## src/hdl/tsce_pkg.sv

```systemverilog
// ----------------------------------------------------------------------------
// tsce_pkg
// Shared codes for the server connection engine: operations, segment and
// reply types, connection states, status codes and sequencer states.
// ----------------------------------------------------------------------------
`default_nettype none

package tsce_pkg;

  typedef enum logic [1:0] {
    OP_SEGMENT = 2'd0,
    OP_OPEN    = 2'd1,
    OP_CONSUME = 2'd2,
    OP_CLOSE   = 2'd3
  } op_t;

  typedef enum logic [2:0] {
    SEG_SYN     = 3'd0,
    SEG_SYNACK  = 3'd1,
    SEG_FIN     = 3'd2,
    SEG_FINACK  = 3'd3,
    SEG_DATA    = 3'd4,
    SEG_DATAACK = 3'd5
  } seg_t;

  typedef enum logic [1:0] {
    RPL_SYNACK  = 2'd0,
    RPL_FINACK  = 2'd1,
    RPL_DATAACK = 2'd2
  } reply_t;

  typedef enum logic [1:0] {
    CS_CLOSED = 2'd0,
    CS_LISTEN = 2'd1,
    CS_CONN   = 2'd2,
    CS_CWAIT  = 2'd3
  } conn_t;

  typedef enum logic [1:0] {
    STAT_OK      = 2'd0,
    STAT_NO_SLOT = 2'd1,
    STAT_SHORT   = 2'd2,
    STAT_DROP    = 2'd3
  } status_t;

  typedef enum logic [2:0] {
    S_IDLE,
    S_SCAN,
    S_CALC,
    S_UPDATE,
    S_OUT
  } fsm_t;

endpackage

`default_nettype wire

```

## src/hdl/tsce_if.sv

```systemverilog
// ----------------------------------------------------------------------------
// tsce_if
// Valid/ready channels of the server connection engine: the request item
// channel and the result item channel.
// ----------------------------------------------------------------------------
`default_nettype none

interface tsce_in_if;
  logic        valid;
  logic        ready;
  logic [1:0]  operation;
  logic [2:0]  slot;
  logic [15:0] listen_port;
  logic [2:0]  seg_type;
  logic [15:0] seg_src_port;
  logic [15:0] seg_dest_port;
  logic [31:0] seg_seq;
  logic [10:0] seg_len;
  logic [7:0]  seg_node;
  logic [16:0] consume_len;

  modport source (
    output valid, operation, slot, listen_port, seg_type, seg_src_port,
           seg_dest_port, seg_seq, seg_len, seg_node, consume_len,
    input  ready
  );
  modport sink (
    input  valid, operation, slot, listen_port, seg_type, seg_src_port,
           seg_dest_port, seg_seq, seg_len, seg_node, consume_len,
    output ready
  );
endinterface

interface tsce_out_if;
  logic        valid;
  logic        ready;
  logic        reply_valid;
  logic [1:0]  reply_type;
  logic [15:0] reply_src_port;
  logic [15:0] reply_dest_port;
  logic [31:0] reply_ack;
  logic [7:0]  reply_node;
  logic        store_valid;
  logic [15:0] store_offset;
  logic [2:0]  slot_out;
  logic [1:0]  status;

  modport source (
    output valid, reply_valid, reply_type, reply_src_port, reply_dest_port,
           reply_ack, reply_node, store_valid, store_offset, slot_out, status,
    input  ready
  );
  modport sink (
    input  valid, reply_valid, reply_type, reply_src_port, reply_dest_port,
           reply_ack, reply_node, store_valid, store_offset, slot_out, status,
    output ready
  );
endinterface

`default_nettype wire

```

## src/hdl/transport_server_connection_engine.sv

```systemverilog
// ----------------------------------------------------------------------------
// transport_server_connection_engine
// Server-side connection table: opens, closes and drains slots on host
// request and answers arriving segments (SYN, FIN, DATA) with reply items.
// ----------------------------------------------------------------------------
// Usage:
//   req  carries one item per host operation or arriving segment; it is
//        accepted when req.valid and req.ready are both high.
//   rsp  carries exactly one result item per request item (reply segment,
//        store location, slot and status).
//   Per-slot context sits in one RAM word per slot; only the in-use bits
//   are flops. A small sequencer drives one compare path and one shared
//   33-bit add/subtract unit.
// Sequencer steps:
//   segment / open : S_SCAN over k slots (1..SLOTS, one RAM read a cycle,
//                    stops at the first hit), then S_CALC (add), S_UPDATE
//                    and S_OUT, where rsp.valid is high.
//   consume / close: no scan; S_CALC, S_UPDATE, then S_OUT.
//   req.ready is high only while the engine is idle: one item at a time.
// Reset (rst, synchronous): every slot goes free, sequencer to idle, no
//   result pending. RAM contents are not cleared; an entry is always
//   written by an open before anything reads it.
// Stall: a finished result holds on rsp until rsp.ready; no new item is
//   taken meanwhile.
// ----------------------------------------------------------------------------
`default_nettype none

module transport_server_connection_engine #(
  parameter int SLOTS     = 8,
  parameter int BUF_BYTES = 65536,
  parameter int MAX_DATA  = 1500
) (
  input wire logic   clk,
  input wire logic   rst,
  tsce_in_if.sink    req,
  tsce_out_if.source rsp
);

  localparam int SW = (SLOTS > 1) ? $clog2(SLOTS) : 1;   // slot index bits
  localparam int FW = $clog2(BUF_BYTES + 1);             // fill count bits
  localparam logic [SW-1:0] LAST_SLOT = SW'(SLOTS - 1);
  localparam logic [31:0]   BUF_LIMIT = 32'(BUF_BYTES);
  localparam logic [15:0]   MAX_LEN   = 16'(MAX_DATA);

  // one RAM word per slot
  typedef struct packed {
    logic [1:0]    cst;
    logic [15:0]   lport;
    logic [15:0]   pport;
    logic [7:0]    pnode;
    logic [31:0]   exp;
    logic [FW-1:0] fill;
  } entry_t;

  localparam int EW = $bits(entry_t);

  // sequencer
  tsce_pkg::fsm_t state, state_next;
  logic [SW-1:0]  cur, cur_next;
  logic           found;
  logic [32:0]    calc;            // result of the first add step
  logic [SLOTS-1:0] in_use;

  // captured request item
  logic [1:0]  op;
  logic [15:0] listen_port;
  logic [2:0]  seg_type;
  logic [15:0] cli_port;
  logic [15:0] dst_port;
  logic [31:0] seq;
  logic [10:0] len;
  logic [7:0]  node;
  logic [16:0] want;

  // result register
  logic        r_reply_valid;
  logic [1:0]  r_reply_type;
  logic [15:0] r_reply_src;
  logic [15:0] r_reply_dest;
  logic [31:0] r_reply_ack;
  logic [7:0]  r_reply_node;
  logic        r_store_valid;
  logic [15:0] r_store_offset;
  logic [2:0]  r_slot;
  logic [1:0]  r_status;

  // RAM side
  logic [EW-1:0] ram_rdata;
  entry_t        rd;
  entry_t        wd;
  logic          upd_we;

  // shared adder
  logic [31:0] add_a, add_b;
  logic        add_sub;
  logic [32:0] add_sum;

  // update decisions
  logic        accept;
  logic        scan_hit;
  logic        use_set, use_clr;
  logic        n_reply_valid;
  logic [1:0]  n_reply_type;
  logic [15:0] n_reply_src;
  logic [15:0] n_reply_dest;
  logic [31:0] n_reply_ack;
  logic [7:0]  n_reply_node;
  logic        n_store_valid;
  logic [15:0] n_store_offset;
  logic [2:0]  n_slot;
  logic [1:0]  n_status;

  assign accept = req.valid && req.ready;
  assign rd     = entry_t'(ram_rdata);

  // RAM read address follows cur_next, so rd always shows entry cur
  tsce_ram #(
    .WIDTH (EW),
    .DEPTH (SLOTS)
  ) u_ctx (
    .clk   (clk),
    .we    ((state == tsce_pkg::S_UPDATE) && upd_we),
    .waddr (cur),
    .wdata (EW'(wd)),
    .raddr (cur_next),
    .rdata (ram_rdata)
  );

  // open looks for a free slot; a segment for the first in-use port match
  always_comb begin
    if (op == tsce_pkg::OP_OPEN) begin
      scan_hit = !in_use[cur];
    end else begin
      scan_hit = in_use[cur] && (rd.lport == dst_port);
    end
  end

  // shared add/subtract unit
  always_comb begin
    add_a   = seq;
    add_b   = 32'd1;
    add_sub = 1'b0;
    if (state == tsce_pkg::S_UPDATE) begin
      add_a = rd.exp;                      // expected + len
      add_b = 32'(len);
    end else if (op == tsce_pkg::OP_CONSUME) begin
      add_a   = 32'(rd.fill);              // fill - want, carry = no borrow
      add_b   = 32'(want);
      add_sub = 1'b1;
    end else if (seg_type == tsce_pkg::SEG_DATA) begin
      add_a = 32'(rd.fill);                // fill + len
      add_b = 32'(len);
    end
    add_sum = {1'b0, add_a} + {1'b0, (add_sub ? ~add_b : add_b)} + 33'(add_sub);
  end

  // next state
  always_comb begin
    state_next = state;
    unique case (state)
      tsce_pkg::S_IDLE: begin
        if (accept) begin
          if (req.operation == tsce_pkg::OP_SEGMENT ||
              req.operation == tsce_pkg::OP_OPEN) begin
            state_next = tsce_pkg::S_SCAN;
          end else begin
            state_next = tsce_pkg::S_CALC;
          end
        end
      end
      tsce_pkg::S_SCAN: begin
        if (scan_hit || cur == LAST_SLOT) begin
          state_next = tsce_pkg::S_CALC;
        end
      end
      tsce_pkg::S_CALC:   state_next = tsce_pkg::S_UPDATE;
      tsce_pkg::S_UPDATE: state_next = tsce_pkg::S_OUT;
      tsce_pkg::S_OUT: begin
        if (rsp.ready) begin
          state_next = tsce_pkg::S_IDLE;
        end
      end
      default: state_next = tsce_pkg::S_IDLE;
    endcase
  end

  always_comb begin
    cur_next = cur;
    if (state == tsce_pkg::S_IDLE && accept) begin
      if (req.operation == tsce_pkg::OP_SEGMENT ||
          req.operation == tsce_pkg::OP_OPEN) begin
        cur_next = '0;
      end else begin
        cur_next = SW'(req.slot);
      end
    end else if (state == tsce_pkg::S_SCAN && !scan_hit && cur != LAST_SLOT) begin
      cur_next = cur + 1'b1;
    end
  end

  // outputs
  always_comb begin
    req.ready           = (state == tsce_pkg::S_IDLE);
    rsp.valid           = (state == tsce_pkg::S_OUT);
    rsp.reply_valid     = r_reply_valid;
    rsp.reply_type      = r_reply_type;
    rsp.reply_src_port  = r_reply_src;
    rsp.reply_dest_port = r_reply_dest;
    rsp.reply_ack       = r_reply_ack;
    rsp.reply_node      = r_reply_node;
    rsp.store_valid     = r_store_valid;
    rsp.store_offset    = r_store_offset;
    rsp.slot_out        = r_slot;
    rsp.status          = r_status;
  end

  // entry update and result for the slot at cur
  always_comb begin
    wd             = rd;
    upd_we         = 1'b0;
    use_set        = 1'b0;
    use_clr        = 1'b0;
    n_reply_valid  = 1'b0;
    n_reply_type   = tsce_pkg::RPL_SYNACK;
    n_reply_src    = '0;
    n_reply_dest   = '0;
    n_reply_ack    = '0;
    n_reply_node   = '0;
    n_store_valid  = 1'b0;
    n_store_offset = '0;
    n_slot         = '0;
    n_status       = tsce_pkg::STAT_OK;
    unique case (op)
      tsce_pkg::OP_SEGMENT: begin
        if (!found) begin
          n_status = tsce_pkg::STAT_NO_SLOT;
        end else begin
          n_slot = 3'(cur);
          unique case (rd.cst)
            tsce_pkg::CS_LISTEN: begin
              if (seg_type == tsce_pkg::SEG_SYN) begin
                wd.pport      = cli_port;
                wd.pnode      = node;
                wd.cst        = tsce_pkg::CS_CONN;
                wd.exp        = calc[31:0];
                upd_we        = 1'b1;
                n_reply_valid = 1'b1;
                n_reply_type  = tsce_pkg::RPL_SYNACK;
                n_reply_src   = rd.lport;
                n_reply_dest  = cli_port;
                n_reply_ack   = calc[31:0];
                n_reply_node  = node;
              end
            end
            tsce_pkg::CS_CONN: begin
              n_reply_src  = rd.lport;
              n_reply_dest = rd.pport;
              n_reply_node = rd.pnode;
              if (seg_type == tsce_pkg::SEG_SYN) begin
                wd.exp        = calc[31:0];
                upd_we        = 1'b1;
                n_reply_valid = 1'b1;
                n_reply_type  = tsce_pkg::RPL_SYNACK;
                n_reply_ack   = calc[31:0];
              end else if (seg_type == tsce_pkg::SEG_FIN) begin
                wd.cst        = tsce_pkg::CS_CWAIT;
                upd_we        = 1'b1;
                n_reply_valid = 1'b1;
                n_reply_type  = tsce_pkg::RPL_FINACK;
              end else if (seg_type == tsce_pkg::SEG_DATA) begin
                if (16'(len) > MAX_LEN || calc[31:0] > BUF_LIMIT) begin
                  n_status = tsce_pkg::STAT_DROP;     // dropped, no reply
                end else if (rd.exp == seq) begin
                  wd.exp         = add_sum[31:0];
                  wd.fill        = FW'(calc[31:0]);
                  upd_we         = 1'b1;
                  n_store_valid  = 1'b1;
                  n_store_offset = 16'(rd.fill);
                  n_reply_valid  = 1'b1;
                  n_reply_type   = tsce_pkg::RPL_DATAACK;
                  n_reply_ack    = add_sum[31:0];
                end else begin
                  // out of sequence: re-ack what we expect
                  n_reply_valid = 1'b1;
                  n_reply_type  = tsce_pkg::RPL_DATAACK;
                  n_reply_ack   = rd.exp;
                  n_status      = tsce_pkg::STAT_DROP;
                end
              end
              if (!n_reply_valid) begin
                n_reply_src  = '0;
                n_reply_dest = '0;
                n_reply_node = '0;
              end
            end
            tsce_pkg::CS_CWAIT: begin
              if (seg_type == tsce_pkg::SEG_FIN) begin
                n_reply_valid = 1'b1;
                n_reply_type  = tsce_pkg::RPL_FINACK;
                n_reply_src   = rd.lport;
                n_reply_dest  = rd.pport;
                n_reply_node  = rd.pnode;
              end
            end
            tsce_pkg::CS_CLOSED: begin
              n_status = tsce_pkg::STAT_OK;
            end
            default: n_status = tsce_pkg::STAT_OK;
          endcase
        end
      end
      tsce_pkg::OP_OPEN: begin
        if (found) begin
          use_set  = 1'b1;
          wd.cst   = tsce_pkg::CS_LISTEN;
          wd.lport = listen_port;
          wd.fill  = '0;
          upd_we   = 1'b1;
          n_slot   = 3'(cur);
        end else begin
          n_status = tsce_pkg::STAT_NO_SLOT;
        end
      end
      tsce_pkg::OP_CONSUME: begin
        if (!found || !in_use[cur]) begin
          n_status = tsce_pkg::STAT_NO_SLOT;
        end else begin
          n_slot = 3'(cur);
          if (calc[32]) begin
            wd.fill = FW'(calc[31:0]);
            upd_we  = 1'b1;
          end else begin
            n_status = tsce_pkg::STAT_SHORT;
          end
        end
      end
      tsce_pkg::OP_CLOSE: begin
        if (!found || !in_use[cur]) begin
          n_status = tsce_pkg::STAT_NO_SLOT;
        end else begin
          n_slot = 3'(cur);
          if (rd.cst == tsce_pkg::CS_CWAIT || rd.cst == tsce_pkg::CS_CLOSED) begin
            use_clr = 1'b1;
            wd.cst  = tsce_pkg::CS_CLOSED;
            wd.fill = '0;
            upd_we  = 1'b1;
          end else begin
            n_status = tsce_pkg::STAT_DROP;   // close refused
          end
        end
      end
      default: n_status = tsce_pkg::STAT_OK;
    endcase
  end

  // control registers
  always_ff @(posedge clk) begin
    if (rst) begin
      state  <= tsce_pkg::S_IDLE;
      cur    <= '0;
      in_use <= '0;
    end else begin
      state <= state_next;
      cur   <= cur_next;
      if (state == tsce_pkg::S_UPDATE && use_set) begin
        in_use[cur] <= 1'b1;
      end
      if (state == tsce_pkg::S_UPDATE && use_clr) begin
        in_use[cur] <= 1'b0;
      end
    end
  end

  // payload registers
  always_ff @(posedge clk) begin
    if (accept) begin
      op          <= req.operation;
      listen_port <= req.listen_port;
      seg_type    <= req.seg_type;
      cli_port    <= req.seg_src_port;
      dst_port    <= req.seg_dest_port;
      seq         <= req.seg_seq;
      len         <= req.seg_len;
      node        <= req.seg_node;
      want        <= req.consume_len;
      found       <= (32'(req.slot) < 32'(SLOTS));
    end else if (state == tsce_pkg::S_SCAN) begin
      found <= scan_hit;
    end
    if (state == tsce_pkg::S_CALC) begin
      calc <= add_sum;
    end
    if (state == tsce_pkg::S_UPDATE) begin
      r_reply_valid  <= n_reply_valid;
      r_reply_type   <= n_reply_type;
      r_reply_src    <= n_reply_src;
      r_reply_dest   <= n_reply_dest;
      r_reply_ack    <= n_reply_ack;
      r_reply_node   <= n_reply_node;
      r_store_valid  <= n_store_valid;
      r_store_offset <= n_store_offset;
      r_slot         <= n_slot;
      r_status       <= n_status;
    end
  end

endmodule

`default_nettype wire

```

## src/hdl/tsce_ram.sv

```systemverilog
// ----------------------------------------------------------------------------
// tsce_ram
// Generic single write port, single read port RAM with registered read.
// ----------------------------------------------------------------------------
`default_nettype none

module tsce_ram #(
  parameter int WIDTH = 8,
  parameter int DEPTH = 8
) (
  input  wire logic                                  clk,
  input  wire logic                                  we,
  input  wire logic [((DEPTH > 1) ? $clog2(DEPTH) : 1)-1:0] waddr,
  input  wire logic [WIDTH-1:0]                      wdata,
  input  wire logic [((DEPTH > 1) ? $clog2(DEPTH) : 1)-1:0] raddr,
  output logic      [WIDTH-1:0]                      rdata
);

  logic [WIDTH-1:0] mem [DEPTH];

  always_ff @(posedge clk) begin
    if (we) begin
      mem[waddr] <= wdata;
    end
    rdata <= mem[raddr];
  end

endmodule

`default_nettype wire

```

## src/flat_wrapper.sv

```systemverilog
// flat-port wrapper written by rule: the top's interface ports become plain ports
module transport_server_connection_engine_flat 
#(
  parameter int SLOTS     = 8,
  parameter int BUF_BYTES = 65536,
  parameter int MAX_DATA  = 1500
)
  (clk, rst, req_valid, req_operation, req_slot, req_listen_port, req_seg_type, req_seg_src_port, req_seg_dest_port, req_seg_seq, req_seg_len, req_seg_node, req_consume_len, req_ready, rsp_valid, rsp_reply_valid, rsp_reply_type, rsp_reply_src_port, rsp_reply_dest_port, rsp_reply_ack, rsp_reply_node, rsp_store_valid, rsp_store_offset, rsp_slot_out, rsp_status, rsp_ready);
  tsce_in_if req_i ();
  tsce_out_if rsp_i ();
  input wire logic clk;
  input wire logic rst;
  input wire logic [$bits(req_i.valid)-1:0] req_valid;
  input wire logic [$bits(req_i.operation)-1:0] req_operation;
  input wire logic [$bits(req_i.slot)-1:0] req_slot;
  input wire logic [$bits(req_i.listen_port)-1:0] req_listen_port;
  input wire logic [$bits(req_i.seg_type)-1:0] req_seg_type;
  input wire logic [$bits(req_i.seg_src_port)-1:0] req_seg_src_port;
  input wire logic [$bits(req_i.seg_dest_port)-1:0] req_seg_dest_port;
  input wire logic [$bits(req_i.seg_seq)-1:0] req_seg_seq;
  input wire logic [$bits(req_i.seg_len)-1:0] req_seg_len;
  input wire logic [$bits(req_i.seg_node)-1:0] req_seg_node;
  input wire logic [$bits(req_i.consume_len)-1:0] req_consume_len;
  output wire logic [$bits(req_i.ready)-1:0] req_ready;
  output wire logic [$bits(rsp_i.valid)-1:0] rsp_valid;
  output wire logic [$bits(rsp_i.reply_valid)-1:0] rsp_reply_valid;
  output wire logic [$bits(rsp_i.reply_type)-1:0] rsp_reply_type;
  output wire logic [$bits(rsp_i.reply_src_port)-1:0] rsp_reply_src_port;
  output wire logic [$bits(rsp_i.reply_dest_port)-1:0] rsp_reply_dest_port;
  output wire logic [$bits(rsp_i.reply_ack)-1:0] rsp_reply_ack;
  output wire logic [$bits(rsp_i.reply_node)-1:0] rsp_reply_node;
  output wire logic [$bits(rsp_i.store_valid)-1:0] rsp_store_valid;
  output wire logic [$bits(rsp_i.store_offset)-1:0] rsp_store_offset;
  output wire logic [$bits(rsp_i.slot_out)-1:0] rsp_slot_out;
  output wire logic [$bits(rsp_i.status)-1:0] rsp_status;
  input wire logic [$bits(rsp_i.ready)-1:0] rsp_ready;
  assign req_i.valid = req_valid;
  assign req_i.operation = req_operation;
  assign req_i.slot = req_slot;
  assign req_i.listen_port = req_listen_port;
  assign req_i.seg_type = req_seg_type;
  assign req_i.seg_src_port = req_seg_src_port;
  assign req_i.seg_dest_port = req_seg_dest_port;
  assign req_i.seg_seq = req_seg_seq;
  assign req_i.seg_len = req_seg_len;
  assign req_i.seg_node = req_seg_node;
  assign req_i.consume_len = req_consume_len;
  assign req_ready = req_i.ready;
  assign rsp_valid = rsp_i.valid;
  assign rsp_reply_valid = rsp_i.reply_valid;
  assign rsp_reply_type = rsp_i.reply_type;
  assign rsp_reply_src_port = rsp_i.reply_src_port;
  assign rsp_reply_dest_port = rsp_i.reply_dest_port;
  assign rsp_reply_ack = rsp_i.reply_ack;
  assign rsp_reply_node = rsp_i.reply_node;
  assign rsp_store_valid = rsp_i.store_valid;
  assign rsp_store_offset = rsp_i.store_offset;
  assign rsp_slot_out = rsp_i.slot_out;
  assign rsp_status = rsp_i.status;
  assign rsp_i.ready = rsp_ready;
  transport_server_connection_engine #(.SLOTS(SLOTS), .BUF_BYTES(BUF_BYTES), .MAX_DATA(MAX_DATA)) u_core (.clk(clk), .rst(rst), .req(req_i), .rsp(rsp_i));
endmodule
```

## config.mk

```make
export PLATFORM = sky130hd
export DESIGN_NAME = transport_server_connection_engine_flat
export DESIGN_NICKNAME = d
export VERILOG_FILES = /design/src/hdl/tsce_pkg.sv /design/src/hdl/tsce_if.sv /design/src/hdl/transport_server_connection_engine.sv /design/src/hdl/tsce_ram.sv /design/src/flat_wrapper.sv
export SDC_FILE = /design/constraint.sdc
export NUM_CORES = 2
export LEC_CHECK = 0
export BUFFER_PORTS_ARGS = -buffer_cell sky130_fd_sc_hd__buf_4
export CAP_MARGIN = 20
export CELL_PAD_IN_SITES_DETAIL_PLACEMENT = 0
export CELL_PAD_IN_SITES_GLOBAL_PLACEMENT = 1
export CORE_MARGIN = 2
export CORE_UTILIZATION = 25
export CTS_CLUSTER_SIZE = 30
export DETAILED_ROUTE_END_ITERATION = 10
export PLACE_DENSITY_LB_ADDON = 0.1
export SLEW_MARGIN = 40
export SYNTH_ARGS = -nofsm -noshare
export SYNTH_HDL_FRONTEND = slang
export SYNTH_SLANG_ARGS = --single-unit
```

## constraint.sdc

```tcl
create_clock -name clk -period 11.3 [get_ports clk]
set_input_delay 2.26 -clock clk [delete_from_list [all_inputs] [get_ports clk]]
set_output_delay 2.26 -clock clk [all_outputs]
set_load 0.005 [all_outputs]
```

Word level (Yosys, flattened, before mapping)
Memory sizes are Yosys's and may differ from the RTL's. A register that Yosys moved wholly into a read port is not among the register bits.
Cells that the tools add are included.
- register bits after elaboration: 266
- latch bits: 0
- memory bits (writable): 728
- memory bits (read-only): 0
- input bits: 128
- output and inout bits: 99
- logic and storage cells: 210
- memories: 1
- memory list (memory ; words ; bits a word ; rd ports ; clocked after memory_dff ; write ports ; RTL line ; source):
    u_core.u_ctx.mem ; 8 ; 91 ; 1 ; 1 ; 1 ; tsce_ram.sv:19 ; logic [WIDTH-1:0] mem [DEPTH];
- add/subtract/negate cells: 3
- multiply operators: 0
- divide/modulo/power cells: 0
- $lt $le $gt $ge: 4
- eq/ne operators: 20
- shift operators: 0
- mux-type cells: 121
- bitwise operators: 9
- reductions and logical operators: 28
- operators with widths (kind ; count):
    2-to-1 mux 32 bit ; 13
    2-to-1 mux 49 bit ; 4
    one-hot mux 32 bit (2 select lines) ; 2
    2-to-1 mux 17 bit ; 7
    2-to-1 mux 16 bit ; 7
    2-to-1 mux 56 bit ; 2
    one-hot mux 16 bit (3 select lines) ; 2
    2-to-1 mux 73 bit ; 1
    one-hot mux 17 bit (4 select lines) ; 1
    2-to-1 mux 8 bit ; 6
    2-to-1 mux 2 bit ; 22
    adder 32 x 32 -> 33 bit ; 1
    adder 33 x 1 -> 33 bit ; 1
    == test 32 bit ; 1
    > comparator 32 x 17 -> 1 bit, second input constant ; 1
    NOT 32 bit ; 1
    2-to-1 mux 1 bit ; 31
    2-to-1 mux 24 bit ; 1
    2-to-1 mux 3 bit ; 8
    one-hot mux 8 bit (3 select lines) ; 1
    2-to-1 mux 18 bit ; 1
    == test 16 bit ; 1
    one-hot mux 3 bit (5 select lines) ; 1
    > comparator 11 bit, second input constant ; 1
    other kinds (35) ; 68

Depth between registers and ports, before layout
- depth in word-level cells: 16
- gate-level depth with buffers: 17
- mapped depth without buffers: 15

Hierarchy
From an unflattened synthesis, not the netlist that was laid out.
- cell total of the unflattened synthesis: 2551
- area total of the unflattened synthesis: 44991.9 sq um
- by module, submodules not included (module ; times used ; cells each ; area each (sq um) ; sequential area each (sq um)):
    tsce_ram ; 1 ; 1155 ; 30103.9 ; 23682.7
    transport_server_connection_engine ; 1 ; 1396 ; 14888.0 ; 7837.5

Worst setup path before layout
OpenSTA, ideal clock, no wires.
- kind: reg2reg
- from: register u_core.calc[15]
- to: memory u_core.u_ctx.mem[4][0] in the netlist's numbering, enable pin
- setup time: 797 ps
- arrival time: 11513 ps
- data required time: 10503 ps
- setup slack: -1010 ps
- stages on the path, launching flop included: 10
- path buffers: 0
- clock period less this slack: 12310 ps
- cells stage by stage: edfxtp_1 -> nor4_1 -> nand4_1 -> a21oi_1 -> nand3_1 -> nor3_1 -> o21a_1 -> o21ai_0 -> a21o_1 -> nor4b_1
- longest elaborated chain between the ends: 12
- RTL lines (item ; RTL line ; source):
    start, declared ; transport_server_connection_engine.sv:61 ; logic [32:0] calc;
    start signal, assigned ; transport_server_connection_engine.sv:391 ; calc <= add_sum;
    > comparator 32 x 17 -> 1 bit ; transport_server_connection_engine.sv:271 ; if (16'(len) > MAX_LEN || calc[31:0] > BUF_LIMIT) begin
    logical OR 1 bit ; transport_server_connection_engine.sv:271 ;
    2-to-1 mux 1 bit ; transport_server_connection_engine.sv:271 ;
    2-to-1 mux 1 bit ; transport_server_connection_engine.sv:270 ; end else if (seg_type == tsce_pkg::SEG_DATA) begin
    2-to-1 mux 1 bit ; transport_server_connection_engine.sv:265 ; end else if (seg_type == tsce_pkg::SEG_FIN) begin
    2-to-1 mux 1 bit ; transport_server_connection_engine.sv:259 ; if (seg_type == tsce_pkg::SEG_SYN) begin
    one-hot mux 1 bit (2 select lines) ; transport_server_connection_engine.sv:239 ; unique case (rd.cst)
    2-to-1 mux 1 bit ; transport_server_connection_engine.sv:235 ; if (!found) begin
    one-hot mux 1 bit (4 select lines) ; transport_server_connection_engine.sv:233 ; unique case (op)
    logical AND 1 bit ; transport_server_connection_engine.sv:122 ; .we ((state == tsce_pkg::S_UPDATE) && upd_we),
    2-to-1 mux 1 bit ; tsce_ram.sv:22 ; if (we) begin
    2-to-1 mux 1 bit (implied by the code) ; tsce_ram.sv:23 ; mem[waddr] <= wdata;
    end, declared ; tsce_ram.sv:19 ;
Every way passes these cells.

Final worst setup path
- from: register u_core.state[2]
- to: memory u_core.u_ctx.mem[2][43] in the netlist's numbering, data pin
- longest elaborated chain between the ends: 14
- RTL lines (item ; RTL line ; source):
    start, declared ; transport_server_connection_engine.sv:58 ; tsce_pkg::fsm_t state, state_next;
    start signal, assigned ; transport_server_connection_engine.sv:359 ; state <= tsce_pkg::S_IDLE;
    start signal, assigned ; transport_server_connection_engine.sv:363 ; state <= state_next;
    == test 3 x 2 -> 1 bit (*) ; transport_server_connection_engine.sv:143 ; if (state == tsce_pkg::S_UPDATE) begin
    2-to-1 mux 32 bit ; transport_server_connection_engine.sv:143 ;
    NOT 32 bit ; transport_server_connection_engine.sv:154 ; add_sum = {1'b0, add_a} + {1'b0, (add_sub ? ~add_b : add_b)} + 33'(add_sub);
    2-to-1 mux 32 bit ; transport_server_connection_engine.sv:154 ;
    adder 32 x 32 -> 33 bit ; transport_server_connection_engine.sv:154 ;
    adder 33 x 1 -> 33 bit (*) ; transport_server_connection_engine.sv:154 ;
    net u_core.add_sum[26] ; transport_server_connection_engine.sv:96 ; logic [32:0] add_sum;
    2-to-1 mux 49 bit (*) ; transport_server_connection_engine.sv:273 ; end else if (rd.exp == seq) begin
    2-to-1 mux 49 bit (*) ; transport_server_connection_engine.sv:271 ;
    2-to-1 mux 49 bit (*) ; transport_server_connection_engine.sv:270 ;
    2-to-1 mux 49 bit (*) ; transport_server_connection_engine.sv:265 ;
    2-to-1 mux 32 bit (*) ; transport_server_connection_engine.sv:259 ;
    one-hot mux 32 bit (2 select lines) (*) ; transport_server_connection_engine.sv:239 ;
    2-to-1 mux 73 bit (*) ; transport_server_connection_engine.sv:235 ;
    2-to-1 mux 56 bit (*) ; transport_server_connection_engine.sv:233 ;
    net u_core.u_ctx.wdata[43] ; tsce_ram.sv:14 ; input wire logic [WIDTH-1:0] wdata,
Mark *: on every way through the listed nets, which the timed path passes. The rest lies on a longest branch.

==> results.md <==
- Initial Utilization: 25.11%
- H-tree levels: 4
- Iteration-0 DRC Markers: 2,271
- Worst EP arrival: 6380 ps
- Hold endpoint: u_core.in_use[2]
- Synth top area share: 58.69%
- Port Buffer Count: 226
- Routed vias/inst: 4.991
- Rows: 164
- Reg-to-Reg Start: u_core.state[2]
- Placed Area: 0.05506 mm²
- Antenna violations before repair: 7
- Clock sink total: 1,085
- Worst hold start: u_core.in_use[2]
- Reg power frac: 40.1%
- # IOs: 227
- Nets: 3,983
- TritonCTS clock tree: yes
- Chip Width: 451.6 µm
- CP required: 11,790 ps
- WL final: 179.3 mm
- DRC errors left: 0
- Via Count: 32,879
- Cell taking the most area after synthesis: edfxtp_1
- Setup repair bufs after CTS: 0
- Power Density: 236.5 mW/mm²
- Syn avg cell area: 13.81 µm²
- GRT Total Usage: 17.19%
- CTS buffer count: 140
- FF+latch count, synth: 1,085
- Detailed Routing Iterations Pass 1: 5
- Status: finished clean
- Maximum vdd drop: 0.1710 mV
- Reg-to-Reg End: u_core.u_ctx.mem[2][43]
- Cell with the most instances after synthesis: edfxtp_1
- Clock skew: 33.08 ps
- Worst-path fanout max: 53
- Die area: 0.2039 mm²
- Net Sw Power: 4.951 mW
- Syn Inst Count: 3,626
- Largest net degree at the start of global routing: 120
- RSZ-0062 raised after global routing: no
- Clk slew on worst S/H paths: 60 ps
- GRT overflow: 0
- Post-Syn Nets: 3,794
- Tot Pwr: 14.12 mW
- Number of synthesized flops with an enable pin: 979
- Flop2flop setup slack: 5410 ps
- Post-Syn Area: 0.05009 mm²
- Clock share of power: 31.4%
- First-pass GRT wire length: 254.6 mm
- Cts repair resizes: 0
- # hold bufs at CTS: 0
- Relative slew slack: 41.65%
- Share of post-route cells with drive strength above 1: 20.11%
- DPL Wire Length: 108.2 mm
- Post-Layout Inst Area: 0.05969 mm²
- Commonest cells in the netlist: edfxtp_1, mux2i_1, a21oi_1
- Hold Vio Cnt, Final: 0
- Cell Int Power: 9.168 mW
- Min-Delay Path Class: reg -> reg
- Post-synth top flop: edfxtp_1
- Kind of critical path: reg -> reg
- Final min period: 5888 ps
- Core Region: 0.1995 mm²
- Worst R2R Path Depth: 15
- Sw frac: 35.07%
- Final Setup Violations: 0
- Final period util: 52.11%
- Worst Setup End Kind: register
- Ys Warns: 0
- Total negative slack: 0 ps
- Area Growth Syn to Fin: 19.18%
- Synth unique cells: 77
- Hold path depth: 2
- Worst skew pair latency: 800 ps
- Clock root buffer: clkbuf_16
- Seq/Total Area, Yosys: 62.93%
- Vias in the first global route: 33,255
- Chip height: 451.6 µm
- Wire per inst: 27.22 µm
- Combinational fraction of design power: 28.5%
- Leakage power: 20.03 nW
- Clock Tree Buf Depth: 3
- Fmax achieved: 169.8 MHz
- Final GP Congestion: 0.7853
- Final antenna-violating net count: 0
- Max Cap Viol: 0
- Crit start category: register
- Slew Viols, Final: 0
- Async S/R FF share, synth: 0%
- Ranking of synthesized cells by area: edfxtp_1, mux2i_1, dfxtp_1
- Worst slew pin tran: 875.3 ps
[critical path: stages (launching register included)]
cell       delay, ps
dfxtp_1          400
nand3b_1         550
buf_4            620
nand2_1          540
o21ai_0          440
inv_1            100
fa_1             420
nor2b_1          130
o21a_1           150
o2111ai_1        260
a21o_1           320
a211oi_1         440
o21ai_0          200
xnor2_1          320
nor2_1           140
o41ai_4          540
[metal layers]
| layer | track usage (%) | vias to the layer above | share of wire [%] | routed length (µm) |
|---|---|---|---|---|
| li1 | - | 14972 | - | - |
| met1 | 23.80 | 16908 | 47 | 84310 |
| met2 | 27.82 | 772 | 47 | 83630 |
| met3 | 2.423 | 225 | 3.7 | 6606 |
| met4 | 5.090 | 2 | 2.6 | 4732 |
| met5 | 0 | - | 0.0073 | 13 |
[through the flow]
stage	hold slack, ps	worst slack [ps]	cells	util, %
finish	522.1	5412	6587	29.93
global route	567.9	4833	6585	29.93
detailed placement	516.5	4719	6326	27.61
CTS	524.8	5006	6582	29.89
global placement	509.2	4791	6318	27.46
floorplan	485.5	2217	3626	-
[cell type report]
| class | count | area, µm² |
|---|---|---|
| multi-input cells | 2238 | 17450 |
| fillers | 20052 | 139800 |
| diodes | 2 | 5.005 |
| flip-flops and latches | 1085 | 31520 |
| inverters | 24 | 107.6 |
| clock buffers | 195 | 3820 |
| clock inverters | 61 | 740.7 |
| repair buffers | 326 | 2723 |
| well taps | 2656 | 3323 |
[power groups by stage]
stage,registers (mW),clock network (mW),logic (mW)
after floorplan,5.42,0,2.74
after global placement,5.76,0,4.02
after detailed placement,5.74,0,4.06
after CTS,5.67,4.59,4.08
after global routing,5.70,4.73,4.38
final,5.66,4.44,4.02
[how the worst max path moves through the flow]
stage,start,endpoint,slack (ps),cells past startpoint
6_report,u_core.state[2],u_core.u_ctx.mem[2][43],5410,15
5_1_grt,u_core.state[2],u_core.u_ctx.mem[2][41],4830,15
4_1_cts,u_core.state[2],u_core.u_ctx.mem[4][47],5010,13
3_5_place_dp,req_valid,u_core.u_ctx.rdata[36],4720,9
3_3_place_gp,req_valid,u_core.u_ctx.rdata[51],4790,9
2_1_floorplan,u_core.calc[15],u_core.u_ctx.mem[6][0],2220,9
[logic make-up (layout without fill, tap and decap cells)]
logic type,after synthesis,count (layout),share of synthesized area (%)
multiplexers,514,514,10.69
AO/OA/AOI/OAI,1037,1037,15.63
flip-flops,1085,1085,62.93
buffers and inverters,303,606,2.703
adder cells (fa/ha/maj),40,40,1.014
other,0,2,0
AND/OR/NAND/NOR,571,571,5.708
XOR/XNOR,76,76,1.329
[state kept, by name (all words and copies together) (netlist names), 3 cells and up]
signal and flops:
u_core.want 17, u_core.rsp.reply_dest_port 16, u_core.node 8, u_core.u_ctx.rdata 91, u_core.rsp.reply_node 8, u_core.dst_port 16
u_core.in_use 8, u_core.listen_port 16, u_core.seq 32, u_core.rsp.store_offset 16, u_core.rsp.reply_src_port 16, u_core.calc 33
u_core.state 3, u_core.seg_type 3, u_core.rsp.slot_out 3, u_core.u_ctx.mem 728, u_core.cur 3, u_core.cli_port 16
u_core.len 11, u_core.rsp.reply_ack 32
[cells in the final DEF (no fill, tap or decap), drive strengths merged, types with 9 or more instances in the layout]
| cell | synthesis | layout |
|---|---|---|
| xor2 | 51 | 51 |
| a211oi | 195 | 195 |
| a221oi | 180 | 180 |
| o211ai | 13 | 13 |
| clkbuf | 192 | 197 |
| a21o | 20 | 20 |
| and2 | 39 | 39 |
| ha | 39 | 39 |
| nand4 | 14 | 14 |
| mux2i | 377 | 377 |
| a22oi | 32 | 32 |
| nor4 | 111 | 111 |
| buf | 87 | 324 |
| nor2 | 132 | 132 |
| edfxtp | 979 | 979 |
| nand2b | 26 | 26 |
| clkinv | 1 | 43 |
| xnor2 | 25 | 25 |
| mux2 | 134 | 134 |
| nand2 | 146 | 146 |
| nor3 | 25 | 25 |
| o21a | 24 | 24 |
| o22ai | 13 | 13 |
| inv | 23 | 29 |
| bufinv | 0 | 9 |
| o21ai | 108 | 108 |
| nand3 | 19 | 19 |
| a21oi | 253 | 253 |
| a31oi | 29 | 29 |
| nor2b | 19 | 19 |
| a22o | 112 | 112 |
| dfxtp | 106 | 106 |
Power figures use the tool's default switching activity.
